## src/rtl/core/tfl_pkg.sv

```systemverilog
// Shared types and constants of the tuning frame link.
`default_nettype none

package tfl_pkg;

    // Frame header and function codes
    localparam logic [7:0] HDR0       = 8'hAA;
    localparam logic [7:0] HDR_SERIAL = 8'hAA;
    localparam logic [7:0] HDR_RADIO  = 8'hAF;
    localparam logic [7:0] FN_BANK0   = 8'h10;
    localparam logic [7:0] FN_BANK1   = 8'h11;
    localparam logic [7:0] FN_BANK2   = 8'h12;
    localparam logic [7:0] FN_REQUEST = 8'h02;
    localparam logic [7:0] SUB_ALL    = 8'h01;

    // Minimum count of bytes ahead of the checksum
    localparam logic [7:0] MIN_ANY_LEN   = 8'd3;
    localparam logic [7:0] MIN_REQ_LEN   = 8'd5;
    localparam logic [7:0] MIN_BANK2_LEN = 8'd10;
    localparam logic [7:0] MIN_BANK_LEN  = 8'd22;

    // Byte positions inside a received frame
    localparam logic [7:0] POS_HDR0 = 8'd0;
    localparam logic [7:0] POS_HDR1 = 8'd1;
    localparam logic [7:0] POS_FN   = 8'd2;
    localparam logic [7:0] POS_SUB  = 8'd4;
    localparam int         LOAD_BASE = 4;

    // Coefficient store
    localparam int COEF_DEPTH = 27;
    localparam int COEF_AW    = 5;
    localparam logic [4:0] BANK1_BASE = 5'd9;
    localparam logic [4:0] BANK2_BASE = 5'd18;
    localparam logic [3:0] BANK_WORDS  = 4'd9;
    localparam logic [3:0] BANK2_WORDS = 4'd3;

    // Bank numbers and pending levels
    localparam logic [1:0] BANK0 = 2'd0;
    localparam logic [1:0] BANK1 = 2'd1;
    localparam logic [1:0] BANK2 = 2'd2;
    localparam logic [1:0] LVL_IDLE   = 2'd0;
    localparam logic [1:0] LVL_SERIAL = 2'd1;
    localparam logic [1:0] LVL_RADIO  = 2'd2;

    // Output port codes
    localparam logic PORT_SERIAL = 1'b0;
    localparam logic PORT_RADIO  = 1'b1;

    // Command queue between front and back
    localparam int QUEUE_DEPTH = 2;

    typedef enum logic [1:0] {
        CMD_TICK    = 2'd0,
        CMD_LOAD    = 2'd1,
        CMD_REQUEST = 2'd2
    } cmd_kind_t;

    typedef struct packed {
        logic      valid;
        cmd_kind_t kind;
        logic [1:0] bank;
    } tfl_cmd_t;

endpackage

`default_nettype wire

```

## src/rtl/core/tfl_ram.sv

```systemverilog
// Generic single-write, single-read RAM with registered read data.
`default_nettype none

module tfl_ram #(
    parameter int WIDTH = 8,
    parameter int DEPTH = 32,
    localparam int AW = (DEPTH > 1) ? $clog2(DEPTH) : 1
) (
    input  wire logic             clk,
    input  wire logic             we,
    input  wire logic [AW-1:0]    waddr,
    input  wire logic [WIDTH-1:0] wdata,
    input  wire logic             re,
    input  wire logic [AW-1:0]    raddr,
    output logic      [WIDTH-1:0] rdata
);

    logic [WIDTH-1:0] mem [DEPTH];

    // Write and registered read
    always_ff @(posedge clk)
    begin
        if (we)
        begin
            mem[waddr] <= wdata;
        end
        if (re)
        begin
            rdata <= mem[raddr];
        end
    end

endmodule

`default_nettype wire

```

## src/rtl/core/tfl_front.sv

```systemverilog
// Front part: accepts requests, gathers frames, checks them and issues commands.
`default_nettype none

module tfl_front #(
    parameter int FRAME_BYTES = 32,
    localparam int AW = $clog2(FRAME_BYTES)
) (
    input  wire logic              clk,
    input  wire logic              rst_n,
    input  wire logic              in_valid,
    output logic                   in_stall,
    input  wire logic              mode,
    input  wire logic [7:0]        rx_byte,
    input  wire logic              rx_last,
    input  wire logic              tx_empty,
    input  wire logic              q_ready,
    output tfl_pkg::tfl_cmd_t      push_cmd,
    input  wire logic              load_done,
    output logic                   fs_we,
    output logic [AW-1:0]          fs_waddr,
    output logic [7:0]             fs_wdata
);

    import tfl_pkg::*;

    logic [7:0] count_reg, count_next;
    logic [7:0] sum_reg, sum_next;
    logic [7:0] hdr0_reg, hdr0_next;
    logic [7:0] hdr1_reg, hdr1_next;
    logic [7:0] fn_reg, fn_next;
    logic [7:0] sub_reg, sub_next;
    logic       hold_reg, hold_next;
    logic       accept;
    logic       frame_ok;

    // Hold input while the queue is full or a bank load still reads the frame store
    assign in_stall = !q_ready || hold_reg;
    assign accept   = in_valid && !in_stall;

    assign frame_ok = (sum_reg == rx_byte) && (count_reg >= MIN_ANY_LEN)
                      && (hdr0_reg == HDR0) && (hdr1_reg == HDR_RADIO);

    // Gather bytes and classify a finished frame
    always_comb
    begin
        count_next = count_reg;
        sum_next   = sum_reg;
        hdr0_next  = hdr0_reg;
        hdr1_next  = hdr1_reg;
        fn_next    = fn_reg;
        sub_next   = sub_reg;
        hold_next  = hold_reg;
        fs_we      = 1'b0;
        fs_waddr   = count_reg[AW-1:0];
        fs_wdata   = rx_byte;
        push_cmd.valid = 1'b0;
        push_cmd.kind  = CMD_TICK;
        push_cmd.bank  = BANK0;

        if (load_done)
        begin
            hold_next = 1'b0;
        end

        if (accept)
        begin
            if (!mode)
            begin
                if (!rx_last)
                begin
                    fs_we    = (count_reg < 8'(FRAME_BYTES));
                    sum_next = sum_reg + rx_byte;
                    if (count_reg != 8'hFF)
                    begin
                        count_next = count_reg + 8'd1;
                    end
                    if (count_reg == POS_HDR0)
                    begin
                        hdr0_next = rx_byte;
                    end
                    if (count_reg == POS_HDR1)
                    begin
                        hdr1_next = rx_byte;
                    end
                    if (count_reg == POS_FN)
                    begin
                        fn_next = rx_byte;
                    end
                    if (count_reg == POS_SUB)
                    begin
                        sub_next = rx_byte;
                    end
                end
                else
                begin
                    count_next = 8'd0;
                    sum_next   = 8'd0;
                    if (frame_ok)
                    begin
                        if (fn_reg == FN_BANK0 && count_reg >= MIN_BANK_LEN)
                        begin
                            push_cmd.valid = 1'b1;
                            push_cmd.kind  = CMD_LOAD;
                            push_cmd.bank  = BANK0;
                        end
                        else if (fn_reg == FN_BANK1 && count_reg >= MIN_BANK_LEN)
                        begin
                            push_cmd.valid = 1'b1;
                            push_cmd.kind  = CMD_LOAD;
                            push_cmd.bank  = BANK1;
                        end
                        else if (fn_reg == FN_BANK2 && count_reg >= MIN_BANK2_LEN)
                        begin
                            push_cmd.valid = 1'b1;
                            push_cmd.kind  = CMD_LOAD;
                            push_cmd.bank  = BANK2;
                        end
                        else if (fn_reg == FN_REQUEST && count_reg >= MIN_REQ_LEN
                                 && sub_reg == SUB_ALL)
                        begin
                            push_cmd.valid = 1'b1;
                            push_cmd.kind  = CMD_REQUEST;
                        end
                    end
                    if (push_cmd.valid && push_cmd.kind == CMD_LOAD)
                    begin
                        hold_next = 1'b1;
                    end
                end
            end
            else if (tx_empty)
            begin
                push_cmd.valid = 1'b1;
                push_cmd.kind  = CMD_TICK;
            end
        end
    end

    // Advance control state
    always_ff @(posedge clk or negedge rst_n)
    begin
        if (!rst_n)
        begin
            count_reg <= 8'd0;
            sum_reg   <= 8'd0;
            hold_reg  <= 1'b0;
        end
        else
        begin
            count_reg <= count_next;
            sum_reg   <= sum_next;
            hold_reg  <= hold_next;
        end
    end

    // Capture header fields
    always_ff @(posedge clk)
    begin
        hdr0_reg <= hdr0_next;
        hdr1_reg <= hdr1_next;
        fn_reg   <= fn_next;
        sub_reg  <= sub_next;
    end

endmodule

`default_nettype wire

```

## src/rtl/core/tfl_queue.sv

```systemverilog
// Short command queue between the front and the back.
`default_nettype none

module tfl_queue (
    input  wire logic         clk,
    input  wire logic         rst_n,
    input  tfl_pkg::tfl_cmd_t push_cmd,
    output logic              ready,
    output tfl_pkg::tfl_cmd_t head,
    input  wire logic         pop
);

    import tfl_pkg::*;

    localparam int PW = $clog2(QUEUE_DEPTH);
    localparam int CW = $clog2(QUEUE_DEPTH + 1);

    tfl_cmd_t        entry_reg [QUEUE_DEPTH];
    logic [PW-1:0]   wptr_reg, rptr_reg;
    logic [CW-1:0]   count_reg;
    logic            do_push, do_pop;

    assign ready   = (count_reg != CW'(QUEUE_DEPTH));
    assign do_push = push_cmd.valid && ready;
    assign do_pop  = pop && (count_reg != '0);

    // Present the oldest command
    always_comb
    begin
        head       = entry_reg[rptr_reg];
        head.valid = (count_reg != '0);
    end

    // Advance pointers and fill count
    always_ff @(posedge clk or negedge rst_n)
    begin
        if (!rst_n)
        begin
            wptr_reg  <= '0;
            rptr_reg  <= '0;
            count_reg <= '0;
        end
        else
        begin
            if (do_push)
            begin
                wptr_reg <= (wptr_reg == PW'(QUEUE_DEPTH - 1)) ? '0 : wptr_reg + PW'(1);
            end
            if (do_pop)
            begin
                rptr_reg <= (rptr_reg == PW'(QUEUE_DEPTH - 1)) ? '0 : rptr_reg + PW'(1);
            end
            if (do_push && !do_pop)
            begin
                count_reg <= count_reg + CW'(1);
            end
            else if (do_pop && !do_push)
            begin
                count_reg <= count_reg - CW'(1);
            end
        end
    end

    // Store entries
    always_ff @(posedge clk)
    begin
        if (do_push)
        begin
            entry_reg[wptr_reg] <= push_cmd;
        end
    end

endmodule

`default_nettype wire

```

## src/rtl/core/tfl_back.sv

```systemverilog
// Back part: loads coefficient banks, tracks pending levels and sends frames.
`default_nettype none

module tfl_back #(
    parameter int FRAME_BYTES = 32,
    localparam int AW = $clog2(FRAME_BYTES)
) (
    input  wire logic         clk,
    input  wire logic         rst_n,
    input  tfl_pkg::tfl_cmd_t head,
    output logic              pop,
    output logic              load_done,
    output logic              fs_re,
    output logic [AW-1:0]     fs_raddr,
    input  wire logic [7:0]   fs_rdata,
    output logic              out_valid,
    input  wire logic         out_stall,
    output logic [7:0]        tx_byte,
    output logic              tx_last,
    output logic              tx_port
);

    import tfl_pkg::*;

    typedef enum logic [3:0] {
        ST_IDLE      = 4'b0001,
        ST_LOAD_ADDR = 4'b0010,
        ST_LOAD_DATA = 4'b0100,
        ST_SEND      = 4'b1000
    } state_t;

    state_t                 state_reg, state_next;
    logic [1:0]             pend_reg [3];
    logic [1:0]             pend_next [3];
    logic [1:0]             bank_reg, bank_next;
    logic                   port_reg, port_next;
    logic [COEF_AW-1:0]     base_reg, base_next;
    logic [4:0]             idx_reg, idx_next;
    logic [3:0]             word_reg, word_next;
    logic [7:0]             hi_reg, hi_next;
    logic [7:0]             sum_reg, sum_next;
    logic [COEF_DEPTH-1:0]  cvld_reg, cvld_next;
    logic                   rvld_reg, rvld_next;
    logic                   out_valid_reg, out_valid_next;
    logic [7:0]             tx_byte_reg, tx_byte_next;
    logic                   tx_last_reg, tx_last_next;
    logic                   tx_port_reg, tx_port_next;

    logic                   cr_we, cr_re;
    logic [COEF_AW-1:0]     cr_waddr, cr_raddr;
    logic [15:0]            cr_wdata, cr_rdata;
    logic [15:0]            coef;
    logic [3:0]             nwords;
    logic [4:0]             last_idx;
    logic [4:0]             load_last;
    logic                   fire;
    logic [7:0]             send_byte;
    logic                   p0, p1, p2;

    // Coefficient store
    tfl_ram #(
        .WIDTH (16),
        .DEPTH (COEF_DEPTH)
    ) u_coef_ram (
        .clk   (clk),
        .we    (cr_we),
        .waddr (cr_waddr),
        .wdata (cr_wdata),
        .re    (cr_re),
        .raddr (cr_raddr),
        .rdata (cr_rdata)
    );

    assign nwords    = (bank_reg == BANK2) ? BANK2_WORDS : BANK_WORDS;
    assign last_idx  = 5'({nwords, 1'b0}) + 5'd4;
    assign load_last = 5'({nwords, 1'b0}) - 5'd1;
    assign coef      = rvld_reg ? cr_rdata : 16'h0000;
    assign fire      = (state_reg == ST_SEND) && (!out_valid_reg || !out_stall);

    assign p0 = (pend_reg[0] == LVL_SERIAL) || (pend_reg[0] == LVL_RADIO);
    assign p1 = (pend_reg[1] == LVL_SERIAL) || (pend_reg[1] == LVL_RADIO);
    assign p2 = (pend_reg[2] == LVL_SERIAL) || (pend_reg[2] == LVL_RADIO);

    // Select the byte at the current frame position
    always_comb
    begin
        if (idx_reg == 5'd0)
        begin
            send_byte = HDR0;
        end
        else if (idx_reg == 5'd1)
        begin
            send_byte = port_reg ? HDR_RADIO : HDR_SERIAL;
        end
        else if (idx_reg == 5'd2)
        begin
            send_byte = FN_BANK0 + {6'd0, bank_reg};
        end
        else if (idx_reg == 5'd3)
        begin
            send_byte = {3'd0, nwords, 1'b0};
        end
        else if (idx_reg == last_idx)
        begin
            send_byte = sum_reg;
        end
        else if (idx_reg[0])
        begin
            send_byte = coef[7:0];
        end
        else
        begin
            send_byte = coef[15:8];
        end
    end

    // Sequence commands
    always_comb
    begin
        state_next = state_reg;
        for (int b = 0; b < 3; b++)
        begin
            pend_next[b] = pend_reg[b];
        end
        bank_next      = bank_reg;
        port_next      = port_reg;
        base_next      = base_reg;
        idx_next       = idx_reg;
        word_next      = word_reg;
        hi_next        = hi_reg;
        sum_next       = sum_reg;
        cvld_next      = cvld_reg;
        rvld_next      = rvld_reg;
        tx_byte_next   = tx_byte_reg;
        tx_last_next   = tx_last_reg;
        tx_port_next   = tx_port_reg;
        out_valid_next = out_stall ? out_valid_reg : 1'b0;
        pop       = 1'b0;
        load_done = 1'b0;
        fs_re     = 1'b0;
        fs_raddr  = AW'(LOAD_BASE) + AW'(idx_reg);
        cr_we     = 1'b0;
        cr_waddr  = base_reg + COEF_AW'(idx_reg[4:1]);
        cr_wdata  = {hi_reg, fs_rdata};
        cr_re     = 1'b0;
        cr_raddr  = base_reg + COEF_AW'(word_reg);

        case (state_reg)
            ST_IDLE:
            begin
                if (head.valid)
                begin
                    pop = 1'b1;
                    idx_next  = 5'd0;
                    word_next = 4'd0;
                    sum_next  = 8'd0;
                    case (head.kind)
                        CMD_LOAD:
                        begin
                            bank_next  = head.bank;
                            base_next  = (head.bank == BANK1) ? BANK1_BASE :
                                         (head.bank == BANK2) ? BANK2_BASE : '0;
                            state_next = ST_LOAD_ADDR;
                        end
                        CMD_REQUEST:
                        begin
                            for (int b = 0; b < 3; b++)
                            begin
                                pend_next[b] = LVL_SERIAL;
                            end
                        end
                        CMD_TICK:
                        begin
                            if (p0)
                            begin
                                bank_next    = BANK0;
                                base_next    = '0;
                                port_next    = (pend_reg[0] == LVL_RADIO);
                                pend_next[0] = (pend_reg[0] == LVL_SERIAL) ? LVL_RADIO
                                                                           : LVL_IDLE;
                                state_next   = ST_SEND;
                            end
                            else if (p1)
                            begin
                                bank_next    = BANK1;
                                base_next    = BANK1_BASE;
                                port_next    = (pend_reg[1] == LVL_RADIO);
                                pend_next[1] = LVL_IDLE;
                                state_next   = ST_SEND;
                            end
                            else if (p2)
                            begin
                                bank_next    = BANK2;
                                base_next    = BANK2_BASE;
                                port_next    = (pend_reg[2] == LVL_RADIO);
                                pend_next[2] = LVL_IDLE;
                                state_next   = ST_SEND;
                            end
                        end
                        default:
                        begin
                            state_next = ST_IDLE;
                        end
                    endcase
                end
            end

            ST_LOAD_ADDR:
            begin
                fs_re      = 1'b1;
                state_next = ST_LOAD_DATA;
            end

            ST_LOAD_DATA:
            begin
                if (!idx_reg[0])
                begin
                    hi_next = fs_rdata;
                end
                else
                begin
                    cr_we               = 1'b1;
                    cvld_next[cr_waddr] = 1'b1;
                end
                idx_next = idx_reg + 5'd1;
                if (idx_reg == load_last)
                begin
                    pend_next[bank_reg] = LVL_SERIAL;
                    load_done  = 1'b1;
                    state_next = ST_IDLE;
                end
                else
                begin
                    state_next = ST_LOAD_ADDR;
                end
            end

            ST_SEND:
            begin
                if (fire)
                begin
                    out_valid_next = 1'b1;
                    tx_byte_next   = send_byte;
                    tx_port_next   = port_reg;
                    tx_last_next   = (idx_reg == last_idx);
                    sum_next       = sum_reg + send_byte;
                    idx_next       = idx_reg + 5'd1;
                    // Fetch the next coefficient ahead of its high byte
                    if (idx_reg[0] && idx_reg >= 5'd3 && idx_reg < last_idx - 5'd2)
                    begin
                        cr_re     = 1'b1;
                        rvld_next = cvld_reg[cr_raddr];
                        word_next = word_reg + 4'd1;
                    end
                    if (idx_reg == last_idx)
                    begin
                        state_next = ST_IDLE;
                    end
                end
            end

            default:
            begin
                state_next = ST_IDLE;
            end
        endcase
    end

    // Advance control state
    always_ff @(posedge clk or negedge rst_n)
    begin
        if (!rst_n)
        begin
            state_reg     <= ST_IDLE;
            for (int b = 0; b < 3; b++)
            begin
                pend_reg[b] <= LVL_IDLE;
            end
            cvld_reg      <= '0;
            out_valid_reg <= 1'b0;
        end
        else
        begin
            state_reg     <= state_next;
            for (int b = 0; b < 3; b++)
            begin
                pend_reg[b] <= pend_next[b];
            end
            cvld_reg      <= cvld_next;
            out_valid_reg <= out_valid_next;
        end
    end

    // Hold working data and the output stage
    always_ff @(posedge clk)
    begin
        bank_reg    <= bank_next;
        port_reg    <= port_next;
        base_reg    <= base_next;
        idx_reg     <= idx_next;
        word_reg    <= word_next;
        hi_reg      <= hi_next;
        sum_reg     <= sum_next;
        rvld_reg    <= rvld_next;
        tx_byte_reg <= tx_byte_next;
        tx_last_reg <= tx_last_next;
        tx_port_reg <= tx_port_next;
    end

    assign out_valid = out_valid_reg;
    assign tx_byte   = tx_byte_reg;
    assign tx_last   = tx_last_reg;
    assign tx_port   = tx_port_reg;

endmodule

`default_nettype wire

```

## src/rtl/core/tuning_frame_link_top.sv

```systemverilog
// Top level of the tuning frame link: front, command queue, back and frame store.
//
//  channel | signals                                 | direction
//  --------+-----------------------------------------+----------
//  in      | in_valid, in_stall, mode, rx_byte,      | request in
//          | rx_last, tx_empty                       |
//  out     | out_valid, out_stall, tx_byte, tx_last, | request out
//          | tx_port                                 |
//
// After a good bank frame the input stalls while the bank is copied from the frame
// store, a byte at a time over its single read port, and longer when a send is still
// under way ahead of the load.
// A slot tick frame goes out one byte per cycle unless stalled (23 or 11 bytes).
// Reset clears counters, pending levels and coefficient valid bits at once.
// The output register holds a stalled byte and is refilled at the edge that takes it.
`default_nettype none

module tuning_frame_link_top #(
    parameter int FRAME_BYTES = 32
) (
    input  wire logic       clk,
    input  wire logic       rst_n,
    input  wire logic       in_valid,
    output logic            in_stall,
    input  wire logic       mode,
    input  wire logic [7:0] rx_byte,
    input  wire logic       rx_last,
    input  wire logic       tx_empty,
    output logic            out_valid,
    input  wire logic       out_stall,
    output logic [7:0]      tx_byte,
    output logic            tx_last,
    output logic            tx_port
);

    import tfl_pkg::*;

    localparam int AW = $clog2(FRAME_BYTES);

    tfl_cmd_t       push_cmd;
    tfl_cmd_t       head;
    logic           q_ready;
    logic           pop;
    logic           load_done;
    logic           fs_we, fs_re;
    logic [AW-1:0]  fs_waddr, fs_raddr;
    logic [7:0]     fs_wdata, fs_rdata;

    tfl_front #(
        .FRAME_BYTES (FRAME_BYTES)
    ) u_front (
        .clk       (clk),
        .rst_n     (rst_n),
        .in_valid  (in_valid),
        .in_stall  (in_stall),
        .mode      (mode),
        .rx_byte   (rx_byte),
        .rx_last   (rx_last),
        .tx_empty  (tx_empty),
        .q_ready   (q_ready),
        .push_cmd  (push_cmd),
        .load_done (load_done),
        .fs_we     (fs_we),
        .fs_waddr  (fs_waddr),
        .fs_wdata  (fs_wdata)
    );

    // Frame store
    tfl_ram #(
        .WIDTH (8),
        .DEPTH (FRAME_BYTES)
    ) u_frame_ram (
        .clk   (clk),
        .we    (fs_we),
        .waddr (fs_waddr),
        .wdata (fs_wdata),
        .re    (fs_re),
        .raddr (fs_raddr),
        .rdata (fs_rdata)
    );

    tfl_queue u_queue (
        .clk      (clk),
        .rst_n    (rst_n),
        .push_cmd (push_cmd),
        .ready    (q_ready),
        .head     (head),
        .pop      (pop)
    );

    tfl_back #(
        .FRAME_BYTES (FRAME_BYTES)
    ) u_back (
        .clk       (clk),
        .rst_n     (rst_n),
        .head      (head),
        .pop       (pop),
        .load_done (load_done),
        .fs_re     (fs_re),
        .fs_raddr  (fs_raddr),
        .fs_rdata  (fs_rdata),
        .out_valid (out_valid),
        .out_stall (out_stall),
        .tx_byte   (tx_byte),
        .tx_last   (tx_last),
        .tx_port   (tx_port)
    );

endmodule

`default_nettype wire

```

## config.mk

```make
export PLATFORM = sky130hd
export DESIGN_NAME = tuning_frame_link_top
export DESIGN_NICKNAME = d
export VERILOG_FILES = /design/src/rtl/core/tfl_pkg.sv /design/src/rtl/core/tfl_ram.sv /design/src/rtl/core/tfl_front.sv /design/src/rtl/core/tfl_queue.sv /design/src/rtl/core/tfl_back.sv /design/src/rtl/core/tuning_frame_link_top.sv
export SDC_FILE = /design/constraint.sdc
export NUM_CORES = 1
export LEC_CHECK = 0
export BUFFER_PORTS_ARGS = -buffer_cell sky130_fd_sc_hd__buf_2
export CORE_ASPECT_RATIO = 0.5
export CORE_MARGIN = 3
export CORE_UTILIZATION = 50
export DETAILED_ROUTE_END_ITERATION = 16
export GPL_TIMING_DRIVEN = 1
export PLACE_DENSITY = 0.73
export SLEW_MARGIN = 20
export SYNTH_ARGS = -nofsm -noshare
export SYNTH_HDL_FRONTEND = slang
export SYNTH_HIERARCHICAL = 1
export SYNTH_SLANG_ARGS = --single-unit
```

## constraint.sdc

```tcl
create_clock -name clk -period 3.39 [get_ports clk]
set_input_delay 0.5085 -clock clk [delete_from_list [all_inputs] [get_ports clk]]
set_output_delay 0.5085 -clock clk [all_outputs]
set_load 0.05 [all_outputs]
```

Word level (Yosys, flattened, before mapping)
Memories as Yosys holds them, arrays and structs flattened. A register that Yosys moved wholly into a read port is not among the register bits.
Index checks and enable logic that the tools add are counted.

operators by class
  order comparisons = 12
  add/subtract/negate cells = 16
  multiplexer cells = 105
  reductions and logical operators = 60
  equal/unequal tests = 48
  bitwise logic cells = 8

operators by type and width
  kind                  number
  $mux W8               11
  $mux W5               15
  $mux W4               11
  $mux W1               34
  $mux W2               14
  $reduce_and A4 Y1     7
  $or A27 B27 Y27       1
  $eq A8 B5 Y1 const B  3
  $pmux W6 S2           2
  $logic_and A1 B1 Y1   19
  $add A8 B8 Y8         2
  $eq A8 B1 Y1 const B  2
  $eq A8 B2 Y1 const B  2
  $eq A8 B8 Y1 const B  2
  $mux W16              1
  $pmux W4 S4           1
  $pmux W8 S2           1
  $mux W3               5
  $pmux W5 S3           1
  $eq A2 B1 Y1 const B  6
  $eq A2 B2 Y1 const B  6
  $lt A5 B6 Y1 const B  2
  $mux W6               2
  $pmux W4 S3           1
  other kinds (61)      98

word-level totals
  word-level logic and storage cells = 279
  output and inout bits = 12
  memories kept = 3
  bits of input ports = 15
  bits in registers = 135
  bits in writable memories = 698

memory list
  memory                 words  bits a word  read ports  clocked after Yosys merged registers in  write ports  line             text
  u_back.u_coef_ram.mem  27     16           1           1                                        1            tfl_ram.sv:18    logic [WIDTH-1:0] mem [DEPTH];
  u_frame_ram.mem        32     8            1           1                                        1            tfl_ram.sv:18
  u_queue.entry_reg      2      5            1           0                                        1            tfl_queue.sv:18  tfl_cmd_t entry_reg [QUEUE_DEPTH];

Depth between registers and ports, before layout
  depth after elaboration = 19
  depth in mapped cells = 19
  gate-level depth less buffers = 17

Hierarchy
Netlist, hierarchy kept.

by module, submodules not included
  module                       area an instance (µm²)  cells each  times used  seq. area each (µm²)
  tfl_ram (u_back.u_coef_ram)  17046.3                 682         1           13452.9
  tfl_ram (u_frame_ram)        10133.5                 417         1           7927.6
  tfl_back                     4498.1                  408         1           2183.3
  tfl_front                    2473.6                  210         1           1386.3
  tfl_queue                    496.7                   30          1           340.3

Worst setup path after synthesis
Ideal clock, no wire load.

  path kind = register to register
  from = register u_back.idx_reg[0]
  to = register u_back.sum_reg[6] (data pin)
  setup slack = -0.188 ns
  clock period less this slack = 3.578 ns
  setup time = 0.264 ns
  arrival = 3.315 ns
  required time = 3.126 ns
  cell stages (with the launch flop) = 20
  buffers on the path = 3
  cells stage by stage = edfxtp_1 -> clkbuf_1 -> buf_2 -> inv_1 -> ha_1 -> nand4_1 -> inv_1 -> clkbuf_1 -> nor3_1 -> a21oi_1 -> o22a_1 -> nor2_1 -> ha_1 -> inv_1 -> fa_1 -> nor2b_1 -> o21ai_0 -> a21boi_0 -> or3_1 -> nand3_1

on the way
  word-level cells in the longest chain between the ends = 9
  elaborated cells between the ends (all ways) = 14
  classes of those cells = add/sub (1); eq/ne (4); mux (8); reduce/logical (1)

ends and longest elaborated chain
  element                                  line                              text
  from (decl)                              tfl_back.sv:38                    logic [4:0] idx_reg, idx_next;
  from (signal assigned)                   tfl_back.sv:300                   idx_reg <= idx_next;
  $eq A5 B5 Y1 or $mux W8 (tied branches)  tfl_back.sv:103, tfl_back.sv:107
  $mux W8                                  tfl_back.sv:103                   else if (idx_reg == last_idx)
  $mux W8                                  tfl_back.sv:99                    else if (idx_reg == 5'd3)
  $mux W8                                  tfl_back.sv:95                    else if (idx_reg == 5'd2)
  $mux W8                                  tfl_back.sv:91                    else if (idx_reg == 5'd1)
  $mux W8 (*)                              tfl_back.sv:87                    if (idx_reg == 5'd0)
  named net u_back.send_byte[0]            tfl_back.sv:57                    logic [7:0] send_byte;
  $add A8 B8 Y8 (*)                        tfl_back.sv:246                   sum_next = sum_reg + send_byte;
  $mux W8 (*)                              tfl_back.sv:240                   if (fire)
  $pmux W8 S2 (*)                          tfl_back.sv:148                   case (state_reg)
  to (signal assigned)                     tfl_back.sv:303                   sum_reg <= sum_next;
  to (decl)                                tfl_back.sv:41                    logic [7:0] sum_reg, sum_next;

The timed path passes the listed nets; every way through them passes the cells marked *. The select of a mux whose other input is x is not followed.
A chain may end at the register's enable or synchronous reset.

Worst setup path after layout
  from = register u_back.bank_reg[1]
  to = register u_back.sum_reg[6] (data pin)

on the way
  word-level cells in the longest chain between the ends = 12
  elaborated cells between the ends (all ways) = 13
  classes of those cells = add/sub (3); eq/ne (2); mux (8)

ends and longest elaborated chain
  element                        line             text
  from (decl)                    tfl_back.sv:35   logic [1:0] bank_reg, bank_next;
  from (signal assigned)         tfl_back.sv:297  bank_reg <= bank_next;
  $eq A2 B2 Y1                   tfl_back.sv:74   assign nwords = (bank_reg == BANK2) ? BANK2_WORDS : BANK_WORDS;
  $mux W4                        tfl_back.sv:74
  $add A5 B3 Y5                  tfl_back.sv:75   assign last_idx = 5'({nwords, 1'b0}) + 5'd4;
  $eq A5 B5 Y1                   tfl_back.sv:103
  $mux W8                        tfl_back.sv:103
  $mux W8                        tfl_back.sv:99
  $mux W8 (*)                    tfl_back.sv:95
  $mux W8 (*)                    tfl_back.sv:91
  $mux W8 (*)                    tfl_back.sv:87
  named net u_back.send_byte[2]  tfl_back.sv:57
  $add A8 B8 Y8 (*)              tfl_back.sv:246
  $mux W8 (*)                    tfl_back.sv:240
  $pmux W8 S2 (*)                tfl_back.sv:148

Marked as above.

==> impl_metrics.py <==
metrics = {
    "status": {
        "status": "complete, no violations",
    },
    "critical_path": {
        "required_ns": 3.76,
        "cp-start-kind": "flop",
        "endpoint_kind": "flop",
        "critPathMaxFanout": 6,
        "critPathArrivalTime_ns": 3.60,
        "reg2reg_slack_ns": 0.15,
        "critPathKind": "flop to flop",
    },
    "timing": {
        "setup_viol": 0,
        "relSlewSlack_pct": 29.2,
        "hold_violations": 0,
        "slew_violations": 0,
        "clock_skew_ns": 0.0176,
        "setup_ws_ns": 0.152,
        "max_freq_mhz": 309,
        "period_needed_ns": 3.24,
        "worstMarginPinSlew_ns": 1.06,
        "timing.final.crit_share_pct": 95.5,
    },
    "grt": {
        "grt_overflow": 0,
        "first_global_vias": 17300,
        "antenna_found_initial": 1,
        "grt_pass1_wl_um": 109000,
        "grt_util_all_layers_pct": 20.3,
        "grt_start_max_net_pins": 67,
    },
    "power": {
        "total_leakage_power_nw": 13.4,
        "power.density_nw_per_um2": 739,
        "ir_drop_mv": 0.664,
    },
    "placed_design": {
        "place_ws_ns": 0.0305,
        "place.detailed.hpwl_um": 42400,
        "gp_congestion": 0.817,
        "dpl_cell_area_sq_um": 37000,
        "io_buffers": 26,
    },
    "yosys": {
        "syn_inst": 1747,
        "synth_area_per_cell_sq_um": 19.8,
        "ys_seq_area_share_pct": 73.0,
        "ys.warnings.count": 6,
        "synth_ff_type": "edfxtp_1",
        "ys_types": 77,
        "synth.net_count": 1806,
        "synth_area_sq_um": 34600,
        "synth-edff-count": 793,
        "async_flop_share_pct": 6.92,
        "synth_seq_cells": 852,
    },
    "floorplanning": {
        "core_sq_um": 67700,
        "die_w_um": 378,
        "dieArea_sq_um": 72700,
        "rows": 67,
        "start_util_pct": 51.2,
        "io_pins": 27,
        "die_y_um": 192,
    },
    "final_layout": {
        "largest_reg_flops": 432,
        "area.growth.synth_to_final_pct": 14.3,
        "layout-drive-gt1-share_pct": 30.7,
        "regArea_sq_um": 25300,
        "n_fill_cell": 4810,
        "nets": 1958,
        "multi_input_area_sq_um": 8900,
        "design_area_sq_um": 39600,
        "n_antenna_cell": 0,
    },
    "routing": {
        "drtIter0Drc": 1724,
        "firstDrtPassIters": 5,
        "postRouteWirelength_um": 71900,
        "drc": 0,
        "drtAntennaViolNets": 0,
        "num_vias": 17000,
        "via_per_inst": 5.97,
        "routedWlPerCell_um": 25.2,
    },
    "hold_path": {
        "hold_path.class": "input pin to flop",
    },
    "clocking": {
        "clk_pin_slew_ns": 0.07,
        "cts_buffers": 75,
        "cts.sinks": 852,
        "htreeDepth": 3,
        "cts_root_buffer": "clkbuf_16",
        "cts_tree": "done",
        "clkLatencyLatePin_ns": 0.62,
        "clk_path_buf_depth": 3,
    },
    "job": {
        "drv_cap": 0,
    },
}
[logic make-up after synthesis]
| group | synth area share, % |
|---|---|
| buffers and inverters | 1.78 |
| multiplexers | 15.7 |
| XOR/XNOR | 0.733 |
| AO/OA/AOI/OAI | 2.54 |
| adder cells (fa/ha/maj) | 1.68 |
| flip-flops | 73.0 |
| AND/OR/NAND/NOR | 4.55 |
[area by class of cell]
type	count	area share [%]
inverter	40	0.379
sequential	852	63.9
tap	897	2.83
multi-input combinational	767	22.5
clock inverter	48	1.26
clock buffer	88	5.02
timing repair buffer	163	4.16
[synth_stat cells, types with 15 or more instances]
cell,count,area share [%]
edfxtp_1,793,69
mux4_2,215,14
nor2_1,114,1.2
dfrtp_1,58,4.2
mux2_2,44,1.4
ha_1,40,1.4
nand2_1,40,0.43
inv_1,38,0.41
clkbuf_1,37,0.40
a21o_1,32,0.69
buf_4,28,0.61
a21oi_1,27,0.39
o21ai_0,26,0.38
nor3_1,24,0.35
xnor2_1,18,0.46
nand3_1,15,0.22
nand3b_1,15,0.33
[metal layers]
| layer | vias up | track usage (%) | wire length (um) | part of all wire, % |
|---|---|---|---|---|
| met2 | 590 | 33.3 | 35600 | 50 |
| met3 | 103 | 3.78 | 5030 | 7.0 |
| li1 | 7391 | - | - | - |
| met1 | 8955 | 28.3 | 29700 | 41 |
| met5 | - | 0 | 0 | 0 |
| met4 | 0 | 5.55 | 1560 | 2.2 |
[metrics by stage]
step | power [W] | util, % | setup TNS [ns] | instances | hold WS (ns)
finish | 0.0293 | 58.5 | 0 | 2855 | 0.194
global route | 0.0304 | 58.5 | -0.128 | 2855 | 0.192
CTS | 0.0295 | 58.4 | 0 | 2852 | 0.164
detailed placement | 0.0208 | 54.7 | 0 | 2715 | 0.439
global placement | 0.0207 | 54.7 | 0 | 2715 | 0.434
floorplan | 0.0180 | - | -0.00908 | 1747 | 0.213
[power by group]
| part | switching, W | total, W | internal (W) | leakage, nW |
|---|---|---|---|---|
| sequential | 0.000121 | 0.0118 | 0.0117 | 7.95 |
| clock | 0.00372 | 0.00864 | 0.00491 | 1.22 |
| combinational | 0.00432 | 0.00884 | 0.00452 | 4.19 |
[critical path: stages (launching register included)]
cell and delay, ns:
edfxtp_1 0.44, nand2b_4 0.11, inv_1 0.06, ha_1 0.30, nand4_1 0.15, inv_2 0.08, nor3_1 0.17, a21oi_1 0.10
o2bb2ai_1 0.17, a221oi_2 0.31, ha_1 0.33, nor2b_2 0.18, o21ai_2 0.15, a21boi_2 0.08, buf_4 0.13, o21ai_0 0.14
nand3_1 0.09
[placed cells by master, fill, tap and decap left out, types with 9 or more instances in the layout]
cell       instances
edfxtp_1         793
mux4_2           215
buf_4             97
nor2_1            88
clkbuf_16         76
dfrtp_1           58
mux2_2            44
nand2_1           40
buf_12            39
ha_1              38
inv_1             36
a21o_1            32
a21oi_1           27
nor2_2            27
buf_2             26
nor3_1            23
o21ai_0           22
clkinv_1          16
xnor2_1           16
nand3_1           15
nand3b_1          15
clkinv_2          14
mux2i_1           11
nor2b_1           10
bufinv_16          9
xor2_1             9
or3_1              9
[what timing repair did]
action                                  4_1_cts  5_1_grt
endpoints found under the hold margin        23        0
gates resized for setup                       1       13
endpoints found under the setup margin        1        4
hold buffers                                  1        0
pin swaps                                     0        6
buffers inserted                              0        3
[final timing paths]
check / endpoint / depth (start not counted) / start
worst max-delay path: u_back/sum_reg[6] / 16 / u_back/bank_reg[1]
worst min-delay path: u_back/out_valid / 3 / out_stall
worst max register to register: u_back/sum_reg[6] / 16 / u_back/bank_reg[1]
worst min register to register: u_back/cvld_reg[22] / 1 / u_back/cvld_reg[22]
max in group asynchronous: u_front/sum_reg[6] / 3 / rst_n
min in group asynchronous: u_back/out_valid / 2 / rst_n
No activity file was read; power rests on OpenSTA's default activity.
